===== src/hdl/life_pkg.sv =====
// Shared types and constants for the life grid generation engine.
// Used by life_ctrl, life_dpath, life_row_eval and the top level; no dependencies.
`default_nettype none

package life_pkg;

    // default grid bounds
    localparam int MAX_ROWS_DEF = 64;
    localparam int MAX_COLS_DEF = 64;

    // field widths
    localparam int ACT_W      = 2;
    localparam int ROW_IN_W   = 6;
    localparam int COL_IN_W   = 6;
    localparam int CFG_W      = 7;
    localparam int CFG_IDX_W  = 4;
    localparam int IN_DATA_W  = 16;
    localparam int OUT_DATA_W = 8;

    // config register indexes and reset values
    localparam logic [CFG_IDX_W-1:0] REG_ACTIVE_ROWS = CFG_IDX_W'(0);
    localparam logic [CFG_IDX_W-1:0] REG_ACTIVE_COLS = CFG_IDX_W'(1);
    localparam logic [CFG_W-1:0]     ACTIVE_RST      = CFG_W'(64);

    // B3/S23 neighbor counts
    localparam logic [3:0] BIRTH_COUNT   = 4'd3;
    localparam logic [3:0] SURVIVE_COUNT = 4'd2;

    typedef enum logic [ACT_W-1:0] {
        ACT_WRITE   = 2'd0,
        ACT_CLEAR   = 2'd1,
        ACT_ADVANCE = 2'd2,
        ACT_READ    = 2'd3
    } action_t;

    // grid read address source
    typedef enum logic [1:0] {
        RA_REQ  = 2'd0,   // requested row
        RA_CUR  = 2'd1,   // cursor
        RA_CUR1 = 2'd2,   // cursor + 1
        RA_CUR2 = 2'd3    // cursor + 2
    } rd_sel_t;

    // grid write data source
    typedef enum logic [1:0] {
        WS_ZERO  = 2'd0,  // clear sweep, at cursor
        WS_CELL  = 2'd1,  // single-cell update, at requested row
        WS_FRESH = 2'd2   // next generation row, at cursor
    } wr_sel_t;

    typedef struct packed {
        logic    latch_in;
        logic    cur_inc;
        logic    mem_rd;
        rd_sel_t rd_sel;
        logic    mem_wr;
        wr_sel_t wr_sel;
        logic    above_clr;
        logic    row_load;
        logic    row_shift;
        logic    res_load;
        logic    res_cell;
        logic    out_load;
    } dp_cmd_t;

    typedef struct packed {
        logic in_range;
        logic is_write;
        logic rows_zero;
        logic sweep_last;
        logic clr_last;
        logic out_free;
    } dp_status_t;

endpackage

`default_nettype wire


===== src/hdl/life_ctrl.sv =====
// Controller state machine: sequences clear sweeps, cell accesses and
// generation sweeps. Depends on life_pkg for command and status types.
`default_nettype none

module life_ctrl
    import life_pkg::*;
(
    input  wire logic             aclk,
    input  wire logic             aresetn,
    input  wire logic             s_tvalid,
    output logic                  s_tready,
    input  wire logic [ACT_W-1:0] s_action,
    input  wire dp_status_t       status,
    output dp_cmd_t               cmd
);

    typedef enum logic [8:0] {
        ST_INIT      = 9'b000000001,
        ST_IDLE      = 9'b000000010,
        ST_CLEAR     = 9'b000000100,
        ST_CELL_CHK  = 9'b000001000,
        ST_CELL_DO   = 9'b000010000,
        ST_ADV_START = 9'b000100000,
        ST_ADV_PRIME = 9'b001000000,
        ST_ADV_SWEEP = 9'b010000000,
        ST_RESP      = 9'b100000000
    } state_t;

    state_t state_reg, state_next;

    always_ff @(posedge aclk) begin
        if (!aresetn) begin
            state_reg <= ST_INIT;
        end else begin
            state_reg <= state_next;
        end
    end

    always_comb begin
        state_next = state_reg;
        cmd        = '0;
        s_tready   = 1'b0;
        case (state_reg)
            ST_INIT: begin
                cmd.mem_wr  = 1'b1;
                cmd.wr_sel  = WS_ZERO;
                cmd.cur_inc = 1'b1;
                if (status.clr_last) begin
                    state_next = ST_IDLE;
                end
            end
            ST_IDLE: begin
                s_tready = 1'b1;
                if (s_tvalid) begin
                    cmd.latch_in = 1'b1;
                    case (action_t'(s_action))
                        ACT_WRITE, ACT_READ: state_next = ST_CELL_CHK;
                        ACT_CLEAR:           state_next = ST_CLEAR;
                        ACT_ADVANCE:         state_next = ST_ADV_START;
                        default:             state_next = ST_CELL_CHK;
                    endcase
                end
            end
            ST_CLEAR: begin
                cmd.mem_wr  = 1'b1;
                cmd.wr_sel  = WS_ZERO;
                cmd.cur_inc = 1'b1;
                if (status.clr_last) begin
                    cmd.res_load = 1'b1;
                    state_next   = ST_RESP;
                end
            end
            ST_CELL_CHK: begin
                if (status.in_range) begin
                    cmd.mem_rd = 1'b1;
                    cmd.rd_sel = RA_REQ;
                    state_next = ST_CELL_DO;
                end else begin
                    cmd.res_load = 1'b1;
                    cmd.res_cell = 1'b1;
                    state_next   = ST_RESP;
                end
            end
            ST_CELL_DO: begin
                cmd.mem_wr   = status.is_write;
                cmd.wr_sel   = WS_CELL;
                cmd.res_load = 1'b1;
                cmd.res_cell = 1'b1;
                state_next   = ST_RESP;
            end
            ST_ADV_START: begin
                if (status.rows_zero) begin
                    cmd.res_load = 1'b1;
                    state_next   = ST_RESP;
                end else begin
                    cmd.mem_rd    = 1'b1;
                    cmd.rd_sel    = RA_CUR;
                    cmd.above_clr = 1'b1;
                    state_next    = ST_ADV_PRIME;
                end
            end
            ST_ADV_PRIME: begin
                cmd.mem_rd   = 1'b1;
                cmd.rd_sel   = RA_CUR1;
                cmd.row_load = 1'b1;
                state_next   = ST_ADV_SWEEP;
            end
            ST_ADV_SWEEP: begin
                cmd.mem_wr    = 1'b1;
                cmd.wr_sel    = WS_FRESH;
                cmd.mem_rd    = 1'b1;
                cmd.rd_sel    = RA_CUR2;
                cmd.row_shift = 1'b1;
                cmd.cur_inc   = 1'b1;
                if (status.sweep_last) begin
                    cmd.res_load = 1'b1;
                    state_next   = ST_RESP;
                end
            end
            ST_RESP: begin
                if (status.out_free) begin
                    cmd.out_load = 1'b1;
                    state_next   = ST_IDLE;
                end
            end
            default: begin
                state_next = ST_INIT;
            end
        endcase
    end

endmodule

`default_nettype wire


===== config.mk =====
export PLATFORM = sky130hd
export DESIGN_NAME = life_ctrl
export DESIGN_NICKNAME = d
export VERILOG_FILES = /design/src/hdl/life_pkg.sv /design/src/hdl/life_ctrl.sv
export SDC_FILE = /design/constraint.sdc
export NUM_CORES = 1
export LEC_CHECK = 0
export BUFFER_PORTS_ARGS = -buffer_cell sky130_fd_sc_hd__buf_2
export CORE_UTILIZATION = 48
export CTS_CLUSTER_DIAMETER = 200
export DETAILED_ROUTE_END_ITERATION = 6
export HOLD_SLACK_MARGIN = 0.06
export PLACE_DENSITY = 0.77
export SYNTH_ARGS = -nofsm -noshare
export SYNTH_HDL_FRONTEND = slang
export SYNTH_SLANG_ARGS = --single-unit

===== constraint.sdc =====
create_clock -name aclk -period 2.7 [get_ports aclk]
set_clock_uncertainty 0.15 [all_clocks]
set_input_delay 0 -clock aclk [delete_from_list [all_inputs] [get_ports aclk]]
set_output_delay 0 -clock aclk [all_outputs]
set_load 0.01 [all_outputs]

==> results.md, run 1 <==
- Counting the buffers created by CTS gives 3.
- Along the worst path, the maximum fanout reaches 7.
- The clock period minus final worst setup slack is 2.55 ns.
- The endpoint required time on the critical path is 2.75 ns.
- Dividing the final minimum period by the clock period gives 94.3%.
- The slowest stage of the critical path belongs to the cell sky130_fd_sc_hd__or4_4.
- The critical path goes through or4_4, or2_4, nor3_4, a221o_1, o21a_1, dlygate4sd3_1.
- A synthesized cell averages 8.80 sq um.
- Data on the critical path arrives at its endpoint at 2.59 ns.
- The routed layout has 817 vias.
- The number of different library cells used by synthesis comes to 44.
- The setup path with the least slack is of type reg2reg.
- The stage delay of the slowest cell on the critical path is 0.55 ns.
- The library cell used most frequently in the layout, excluding fill and tap cells, is sky130_fd_sc_hd__buf_2.
- The area added between synthesis and finish is 34.5%.
- In this run the horizontal extent of the chip is 41.9 um.
- The cell sitting at the root of the clock tree is a sky130_fd_sc_hd__clkbuf_4.
- The final weighted congestion of routability-driven global placement is 0.912.
- The type of the worst min-delay path is in2out.
- The number of rows created at floorplan is 14.
- For this design the static power due to leakage is 0.486 nW.
- The die outline height is 41.9 um.
- The library cells used most frequently in the layout, excluding fill and tap cells, are 25 x sky130_fd_sc_hd__buf_2, 13 x sky130_fd_sc_hd__dlygate4sd3_1, 9 x sky130_fd_sc_hd__dfxtp_1.
- Buffers placed on the I/O ports in this run total 25.
- Summing internal, switching and leakage power gives 0.475 mW.
- The final-stage net count is 139.
- After the flow finishes, the layout carries non-filler instances totaling 141.
- After legalization and detailed placement, the total HPWL measured 1370 um.
- The tool flagged a number of max-cap violations equal to 0.
- The transition at the pin with the smallest max-transition slack is 0.540 ns.
- Once the floorplan was initialized, standard cells occupied 50.8% of the core.
- Once detail routing completed, the nets flagged for antenna violations numbered 0.
- The number of diodes is 0.
- The flip-flop count of the largest register, all copies and words added is 9.
- The relative slew slack is 63.5%.
- The initial antenna violation count is 0.
- The aggregate global routing overflow is 0.
- Summing the sequential cell areas from Yosys gives 23.5% of the chip area.
- The clock tree from TritonCTS is built.
- Setup repair after global routing left no endpoint under its margin.
- The count of endpoints failing hold in the final timing report came to 0.
- Yosys printed 0 warnings.
- The die covers 0.00176 sq mm.
- The fraction of layout instances using a drive strength above 1 is 34.4%.
- The number of DRC violations after detailed-routing iteration 0 is 19.
- The sort of element at the start of the critical path is a flop.
- The wire length of the first global-routing pass is 3060 um.
- CTS saw 9 sinks.
- The DRC violation count after routing is 0.
- The post-synth design cell area is approximately 770 sq um.
- The clock latency of the later-clocked register in the worst-skew pair is 0.26 ns.
- The post-route setup TNS is 0 ns.
- The number of inserted filler cells in the final layout is 130.
- In this run, placement finished with an instance count of 124.
- After clock tree synthesis, the clock-pin slew on the worst setup and hold paths is around 0.060 ns.
- The floorplan step defined a core boundary enclosing roughly 0.0015 sq mm.
- In the synthesized netlist the dominant register cell turns out to be sky130_fd_sc_hd__dfxtp_1.
- The routed length per instance is 13.5 um.
- Pin placement for this block handled 26 I/O pins.
- STA classifies the critical path endpoint as a flop.
- The final count of pins violating max slew is 0.
- The routed wire length is 1900 um.
- The ratio of routed vias to standard cells is 5.79.
- The count of flip-flops with a built-in enable after synthesis is 0.
- The number of flip-flops and latches in the synthesized netlist is 9.
- The number of buffers on the longest clock path is 2.
- The number of nets handed over by synthesis was 100.
- The maximum clock rate is around 0.4 GHz.
- After technology mapping, the gate count stands at 87.
- After clock tree synthesis, the repair step resized 0 gates.
- The flow ran to the end, and the final reports show no timing, DRC or antenna violations.
- IR analysis of the VDD net gives a maximum drop of 335 uV.
- The number of failing setup endpoints in the final timing report is 0.
- The iteration count of the initial detailed-routing pass is 4.
- The maximum level of the CTS H-tree is 1.
- The async set-reset flop share out of synthesis is 0%.
- The minimum hold slack is 0.136 ns.
- The overall global routing resource usage is 22.9%.
- The number of global-route vias before repair was 693.
- The power density over the cells is 461 mW/mm^2.
- Entering global routing, the biggest net connects 10 pins.
cell families (layout without fill, tap and decap cells):
kind of cell	after synthesis	after routing	share of synthesized area, %
fa+ha+maj	2	2	3.27
simple gates	41	41	38.2
xor+xnor	3	3	3.43
flops	9	9	23.5
buf+inv	11	49	8.33
compound gates	21	21	23.2
critical path, delay by kind of cell (launching register included):
family	cells	cell delay, ns
DFF	1	0.36
AOI/OAI and AO/OA	2	0.37
and+or+nand+nor	3	1.07
buffers and inverters	1	0.55
cells in the mapped netlist, types with 2 or more instances:
library cell | instances | area share, %
sky130_fd_sc_hd__and3_1 | 3 | 2.5
sky130_fd_sc_hd__a21oi_1 | 2 | 1.3
sky130_fd_sc_hd__nor3_2 | 2 | 2.6
sky130_fd_sc_hd__or4_4 | 2 | 2.9
sky130_fd_sc_hd__buf_6 | 2 | 2.9
sky130_fd_sc_hd__o211ai_1 | 2 | 2.0
sky130_fd_sc_hd__and2_1 | 3 | 2.5
sky130_fd_sc_hd__nand3_1 | 4 | 2.6
sky130_fd_sc_hd__inv_1 | 7 | 3.4
sky130_fd_sc_hd__buf_4 | 2 | 2.0
sky130_fd_sc_hd__nor2_1 | 4 | 2.0
sky130_fd_sc_hd__nor3_1 | 4 | 2.6
sky130_fd_sc_hd__or2b_2 | 3 | 3.4
sky130_fd_sc_hd__xor2_1 | 2 | 2.3
sky130_fd_sc_hd__nand2_1 | 4 | 2.0
sky130_fd_sc_hd__ha_1 | 2 | 3.3
sky130_fd_sc_hd__o21ai_0 | 4 | 2.6
sky130_fd_sc_hd__dfxtp_1 | 9 | 24
final cells by class:
class	count	area [sq um]	share of cell area [%]
Clock buffer	4	26.3	2.55
Inverter	7	26.3	2.55
Multi-Input combinational cell	67	522	50.7
Sequential cell	9	180	17.5
Tap cell	16	20.0	1.94
Timing Repair Buffer	38	255	24.8
repair_timing:
| item | CTS | global route |
|---|---|---|
| endpoints found under the setup margin | 0 | 0 |
| endpoints found under the hold margin | 9 | 0 |
| buffers inserted | 0 | 0 |
| hold buffers | 13 | 0 |
worst paths after layout:
kind                     start      endpoint  slack [ns]  depth (start not counted)
setup / recovery  state_reg[5]  state_reg[8]        0.15                          6
hold / removal       status[4]        cmd[8]        0.14                          3
setup reg to reg  state_reg[5]  state_reg[8]        0.15                          6
hold reg to reg   state_reg[4]  state_reg[6]        0.55                          2
power by group:
part | switching (mW) | internal, mW | total, mW | leakage (nW)
Clock | 0.0477 | 0.0569 | 0.105 | 0.0150
Sequential | 0.0227 | 0.144 | 0.166 | 0.0730
Combinational | 0.113 | 0.0913 | 0.204 | 0.398
per-stage QoR:
stage	util (%)	worst slack, ns	instance area [sq um]
floorplan	-	0.706	766
global placement	58.0	0.621	873
detailed placement	58.0	0.599	873
CTS	68.4	0.176	1030
global route	68.4	0.0394	1030
finish	68.4	0.153	1030
per-layer routing:
layer | vias to the layer above | wire, um | GRT usage, %
met1 | 377 | 850 | 30.3
met4 | 0 | 19 | 5.81
met3 | 2 | 105 | 1.30
met5 | - | 0 | 0
met2 | 38 | 928 | 40.3
li1 | 400 | - | -
No activity file was read; power rests on OpenSTA's default activity.
==> inputs of run 2 (changes only) <==
CELL_PAD_IN_SITES_DETAIL_PLACEMENT = 0   (was default)
CELL_PAD_IN_SITES_GLOBAL_PLACEMENT = 2   (was default)
CORE_UTILIZATION = 28   (was 48)
PLACE_DENSITY = default   (was 0.77)
PLACE_DENSITY_LB_ADDON = 0.1   (was default)
==> run 2 against run 1 <==
Clock-buffer cell count unchanged; sequential power about the same; maximum frequency shrank 0.11%; critical path type unchanged; clock power down 5%; worst setup slack got worse by 0.0028 ns; combinational power about the same; sequential cell count stayed put; register-to-register slack about the same; largest cell class unchanged; utilization decreased by 27 points.
==> results.md, run 2 (synthesis gave the netlist of run 1 again) <==
- The endpoint required time on the critical path is 2.75 ns (about the same).
- The placed wire-length estimate after detailed placement came to 1510 um (was 1370 um).
- The most common cell after layout, fill and taps aside was sky130_fd_sc_hd__buf_2 (unchanged).
- The number of failing setup endpoints in the final timing report is 0 (unchanged).
- The total cell area at the placement stage is 891 sq um (was 873 sq um).
- The number of diodes is 0 (unchanged).
- The overall global routing resource usage is 14.4% (was 22.9%).
- Cells traversed along the worst timing path: or4_4, or2_4, nor3_4, a221o_1, o21a_1, dlygate4sd3_1 (unchanged).
- The DRC violation count after routing is 0 (unchanged).
- The residual antenna-violating net count after detailed routing is 0 (unchanged).
- The number of rows created at floorplan was 18 (was 14).
- The clock transition at the registers of the reported paths came to 0.06 ns (about the same).
- The post-route setup TNS was 0 ns (unchanged).
- The area added between synthesis and finish is 36.8% (was 34.5%).
- Leading cell types in the layout, fill and taps excluded: 25 x sky130_fd_sc_hd__buf_2, 13 x sky130_fd_sc_hd__dlygate4sd3_1, 9 x sky130_fd_sc_hd__dfxtp_1 (unchanged).
- The data arrival time of the critical path came to 2.60 ns (was 2.59 ns).
- The sort of element at the start of the critical path is a flop (unchanged).
- The power density over the cells came to 449 mW/mm^2 (was 461 mW/mm^2).
- The width of the chip is 54.3 um (was 41.9 um).
- The initial standard-cell utilization of the core came to 30.4% (was 50.8%).
- The reported leakage power is 0.486 nW (unchanged).
- The transition at the pin with the smallest max-transition slack came to 0.449 ns (was 0.540 ns).
- The type of element capturing the critical path is a flop (unchanged).
- The sink count of the clock tree came to 9 (unchanged).
- The largest driver fanout on the critical path is 5 (was 7).
- The area of the die came to 0.00295 sq mm (was 0.00176 sq mm).
- The slowest cell on the critical path is sky130_fd_sc_hd__or4_4 (unchanged).
- The stage delay of the slowest cell on the critical path is 0.57 ns (was 0.55 ns).
- The maximum level of the CTS H-tree is 1 (unchanged).
- The die outline height is 54.3 um (was 41.9 um).
- The clock latency of the later-clocked register in the worst-skew pair is 0.25 ns (was 0.26 ns).
- The final weighted congestion of routability-driven global placement is 0.732 (was 0.912).
- Result of the run: completed (unchanged).
- The ratio of routed vias to standard cells came to 4.89 (was 5.79).
- The cts-stage hold buffer count is 13 (unchanged).
- The fraction of the core area covered by cells at the end of the flow is 41.5% (was 68.4%).
- The clock tree from TritonCTS is built (unchanged).
- The initial antenna violation count is 0 (unchanged).
- The routed wire length is 1960 um (was 1900 um).
- The number of buffers inserted to repair setup after CTS is 0 (unchanged).
- The ratio of final minimum period to clock period is 94.4% (was 94.3%).
- The pre-CTS worst setup slack came to 0.599 ns (about the same).
- The aggregate global routing overflow was 0 (unchanged).
- The number of buffers on the longest clock path was 2 (unchanged).
- The iteration count of the initial detailed-routing pass is 4 (unchanged).
- The relative slew slack was 69.6% (was 63.5%).
- The number of buffers created by CTS is 3 (unchanged).
- The worst-case vdd ir drop is 252 uV (was 335 uV).
- The maximum clock rate is 0.392 GHz (was 0.393 GHz).
- The type of the worst min-delay path is in2out (unchanged).
- The total power draw is 0.470 mW (was 0.475 mW).
- The number of inserted filler cells in the final layout is 263 (was 130).
- The top-level port count is 26 (unchanged).
- The wire length of the first global-routing pass is 3020 um (was 3060 um).
- The post-layout instance area is 0.00105 sq mm (was 0.00103 sq mm).
- The number of global-route vias before repair is 627 (was 693).
- The floorplan core area came to 0.00252 sq mm (was 0.00151 sq mm).
- The path type of the worst setup path is reg2reg (unchanged).
- The count of placed standard cells including taps is 138 (was 124).
- The routed length per instance came to 12.6 um (was 13.5 um).
- The number of cells upsized or downsized after cts came to 0 (unchanged).
- The final-stage net count was 139 (unchanged).
- The count of buffers from port buffering is 25 (unchanged).
- Unrepaired setup endpoints after global routing: false (unchanged).
- The maximum number of pins on one net before global-route repair came to 10 (unchanged).
- The minimum hold slack is 0.129 ns (was 0.136 ns).
- The count of max-cap constraint violations is 0 (unchanged).
- The CTS root buffer is sky130_fd_sc_hd__clkbuf_4 (unchanged).
- The number of DRC violations after detailed-routing iteration 0 was 19 (unchanged).
- The flip-flop count of the largest register, all copies and words added is 9 (unchanged).
- The fraction of layout instances using a drive strength above 1 is 34.4% (unchanged).
- The kind of cell adding the most delay to the critical path is simple AND/OR/NAND/NOR gates (unchanged).
- The combined buffer and inverter count along the critical path came to 1 (unchanged).
- The non-filler instance count after layout was 155 (was 141).
- The minimum setup slack in the final design is 0.150 ns (was 0.153 ns).
- The count of endpoints failing hold in the final timing report is 0 (unchanged).
- The clock period minus final worst setup slack came to 2.55 ns (about the same).
- The final count of pins violating max slew is 0 (unchanged).
- The total number of vias is 758 (was 817).
[run 2: worst reg2reg max path, stage by stage (launching register included)]
cell and delay [ns]:
sky130_fd_sc_hd__dfxtp_1 0.34, sky130_fd_sc_hd__or4_4 0.57, sky130_fd_sc_hd__or2_4 0.29, sky130_fd_sc_hd__nor3_4 0.23, sky130_fd_sc_hd__a221o_1 0.24, sky130_fd_sc_hd__o21a_1 0.14
sky130_fd_sc_hd__dlygate4sd3_1 0.53
[run 2: cell type report]
cell class	count	area (sq um)	area share, %
Tap cell	30	37.5	3.58
Sequential cell	9	180	17.2
Timing Repair Buffer	38	255	24.4
Multi-Input combinational cell	67	522	49.8
Inverter	7	26.3	2.51
Clock buffer	4	26.3	2.51
[run 2: final timing paths]
kind              depth (start not counted)    startpoint  slack, ns            to
setup / recovery                          6  state_reg[4]       0.15  state_reg[8]
hold / removal                            3     status[4]       0.13        cmd[8]
setup reg to reg                          6  state_reg[4]       0.15  state_reg[8]
hold reg to reg                           2  state_reg[0]       0.54  state_reg[0]
[run 2: layer usage]
metal	share of wire (%)	GRT usage, %	vias to the layer above
met4	0.92	5.13	0
met2	46	21.3	19
met3	3.6	2.50	2
met5	0	0	-
met1	50	20.6	340
li1	-	-	397
[run 2: where the power goes]
group	switching (mW)	internal [mW]
Combinational	0.113	0.0910
Sequential	0.0224	0.144
Clock	0.0437	0.0567
==> inputs of run 3 (changes only) <==
ABC_CLOCK_PERIOD_IN_PS = 3100   (was default)
CORE_UTILIZATION = 30   (was 28)
clock period = 3.1 ns   (was 2.7 ns; I/O delays follow)
==> run 3 against run 2 <==
Cell area shrank 0.24%; wire length grew 7.8%; critical path type unchanged; utilization grew 3.5 points; final cell count shrank 1.3%; total power shrank 11%; critical endpoint unchanged; combinational power shrank 12%; sequential power shrank 13%; worst hold slack gained 0.0044 ns.
==> results.md, run 3 (synthesis gave the netlist of run 1 again) <==
- The area of the die is 0.00276 sq mm (was 0.00295 sq mm).
- The placed wire-length estimate after detailed placement is 1570 um (was 1510 um).
- The number of DRC violations after detailed-routing iteration 0 came to 13 (was 19).
- The final-stage net count was 139 (unchanged).
- The fraction of layout instances using a drive strength above 1 came to 34.4% (unchanged).
- The clock tree from TritonCTS is built (unchanged).
- The count of placed standard cells including taps came to 136 (was 138).
- The DRC violation count after routing is 0 (unchanged).
- The critical register-to-register path endpoint is state_reg[8] (unchanged).
- The post-layout instance area is 0.00104 sq mm (was 0.00105 sq mm).
- The number of diodes came to 0 (unchanged).
- The total power draw is 0.418 mW (was 0.470 mW).
- The width of the chip is 52.5 um (was 54.3 um).
- The number of cells upsized or downsized after cts was 0 (unchanged).
- The area added between synthesis and finish is 36.4% (was 36.8%).
- The flip-flop count of the largest register, all copies and words added came to 9 (unchanged).
- The maximum level of the CTS H-tree is 1 (unchanged).
- The initial standard-cell utilization of the core was 33.0% (was 30.4%).
- The CTS root buffer is sky130_fd_sc_hd__clkbuf_4 (unchanged).
- The routed length per instance is 13.8 um (was 12.6 um).
- The minimum hold slack was 0.133 ns (was 0.129 ns).
- The type of element capturing the critical path was a flop (unchanged).
- The largest driver fanout on the critical path was 7 (was 5).
- The clock period minus final worst setup slack was 2.55 ns (about the same).
- The number of buffers on the longest clock path is 2 (unchanged).
- The sort of element at the start of the critical path is a flop (unchanged).
- The most common cell after layout, fill and taps aside is sky130_fd_sc_hd__buf_2 (unchanged).
- The count of buffers from port buffering is 25 (unchanged).
- The number of rows created at floorplan is 17 (was 18).
- The number of global-route vias before repair is 719 (was 627).
- The non-filler instance count after layout is 153 (was 155).
- The final count of pins violating max slew is 0 (unchanged).
- The sink count of the clock tree was 9 (unchanged).
- The die outline height is 52.5 um (was 54.3 um).
- The top-level port count is 26 (unchanged).
- Leading cell types in the layout, fill and taps excluded: 25 x sky130_fd_sc_hd__buf_2, 13 x sky130_fd_sc_hd__dlygate4sd3_1, 9 x sky130_fd_sc_hd__dfxtp_1 (unchanged).
- The data arrival time of the critical path is 2.61 ns (was 2.60 ns).
- The count of endpoints failing hold in the final timing report is 0 (unchanged).
- The transition at the pin with the smallest max-transition slack is 0.553 ns (was 0.449 ns).
- The power density over the cells is 400 mW/mm^2 (was 449 mW/mm^2).
- The number of buffers created by CTS came to 3 (unchanged).
- The floorplan core area is 0.00232 sq mm (was 0.00252 sq mm).
- The relative slew slack came to 62.6% (was 69.6%).
- The worst-case vdd ir drop is 204 uV (was 252 uV).
- The worst-case reg-to-reg path depth is 6 (unchanged).
- The type of the worst min-delay path is in2out (unchanged).
- The count of max-cap constraint violations came to 0 (unchanged).
- The slack of the worst reg-to-reg path is 0.55 ns (was 0.15 ns).
- The iteration count of the initial detailed-routing pass is 4 (unchanged).
- The reported leakage power is 0.485 nW (was 0.486 nW).
- The maximum clock rate came to 0.392 GHz (about the same).
- The overall global routing resource usage is 17.9% (was 14.4%).
- The routed wire length is 2110 um (was 1960 um).
- The residual antenna-violating net count after detailed routing is 0 (unchanged).
- The endpoint required time on the critical path was 3.15 ns (was 2.75 ns).
- The total number of vias is 809 (was 758).
- The clock transition at the registers of the reported paths is 0.07 ns (was 0.06 ns).
- The endpoint of the worst hold-timing path is cmd[8] (unchanged).
- The number of cells traversed by the worst hold path is 3 (unchanged).
- The critical register-to-register path startpoint is state_reg[5] (was state_reg[4]).
- The hold path startpoint is status[4] (unchanged).
- The final weighted congestion of routability-driven global placement is 0.812 (was 0.732).
- The clock latency of the later-clocked register in the worst-skew pair is 0.26 ns (was 0.25 ns).
- The number of inserted filler cells in the final layout came to 245 (was 263).
- The number of failing setup endpoints in the final timing report is 0 (unchanged).
- Unrepaired setup endpoints after global routing: false (unchanged).
- The total cell area at the placement stage is 888 sq um (was 891 sq um).
- The ratio of final minimum period to clock period is 82.3% (was 94.4%).
- The aggregate global routing overflow is 0 (unchanged).
- The number of buffers inserted to repair setup after CTS came to 0 (unchanged).
- The post-route setup TNS is 0 ns (unchanged).
- The maximum number of pins on one net before global-route repair was 10 (unchanged).
- The ratio of routed vias to standard cells was 5.29 (was 4.89).
- The path type of the worst setup path was reg2reg (unchanged).
- The initial antenna violation count came to 0 (unchanged).
- The wire length of the first global-routing pass is 3440 um (was 3020 um).
- Result of the run: completed (unchanged).
==> run 3: cell counts in the layout (fill, tap and decap cells not counted) <==
No cell type changed its count.
==> run 3: layout make-up <==
type                       count  area [sq um]  area share [%]
inverter                       7          26.3            2.51
clock buffer                   4          26.3            2.51
tap                           28          35.0            3.35
multi-input combinational     67           522            49.9
sequential                     9           180            17.2
timing repair buffer          38           255            24.4
==> run 3: worst max-delay path: stages, from the launching register on <==
cell and delay [ns]:
sky130_fd_sc_hd__dfxtp_1 0.36, sky130_fd_sc_hd__or4_4 0.56, sky130_fd_sc_hd__or2_4 0.29, sky130_fd_sc_hd__nor3_4 0.23, sky130_fd_sc_hd__a221o_1 0.22, sky130_fd_sc_hd__o21a_1 0.13, sky130_fd_sc_hd__dlygate4sd3_1 0.55
==> run 3: layer usage <==
| layer | vias to the layer above | GRT usage, % | part of all wire, % |
|---|---|---|---|
| met3 | 4 | 3.77 | 6.1 |
| met2 | 34 | 28.5 | 46 |
| met1 | 372 | 22.2 | 46 |
| met4 | 0 | 9.65 | 1.8 |
| li1 | 399 | - | - |
| met5 | - | 0 | 0 |
==> run 3: what timing repair did <==
item | 4_1_cts | 5_1_grt
endpoints found under the setup margin | 0 | 0
hold endpoints to repair | 9 | 0
hold buffers | 13 | 0
==> run 3: per-stage QoR <==
stage | util [%] | setup WS (ns)
after global routing | 45.1 | 0.425
after detailed placement | 38.3 | 0.987
after global placement | 38.3 | 0.962
after CTS | 45.1 | 0.554
final | 45.1 | 0.547
after floorplan | - | 1.11
==> run 3: how the worst max path moves through the flow <==
stage                       startpoint           end  slack [ns]
after floorplan           state_reg[7]       cmd[11]        1.11
after global placement    state_reg[7]  state_reg[6]        0.96
after detailed placement  state_reg[7]  state_reg[4]        0.99
after CTS                 state_reg[5]  state_reg[8]        0.55
after global routing      state_reg[5]  state_reg[8]        0.43
final                     state_reg[5]  state_reg[8]        0.55
==> run 3: report_power, final <==
| group | internal (mW) | total [mW] | leakage, nW | switching [mW] |
|---|---|---|---|---|
| Clock | 0.0497 | 0.0938 | 0.0150 | 0.0441 |
| Sequential | 0.125 | 0.145 | 0.0730 | 0.0203 |
| Combinational | 0.0801 | 0.179 | 0.397 | 0.0984 |
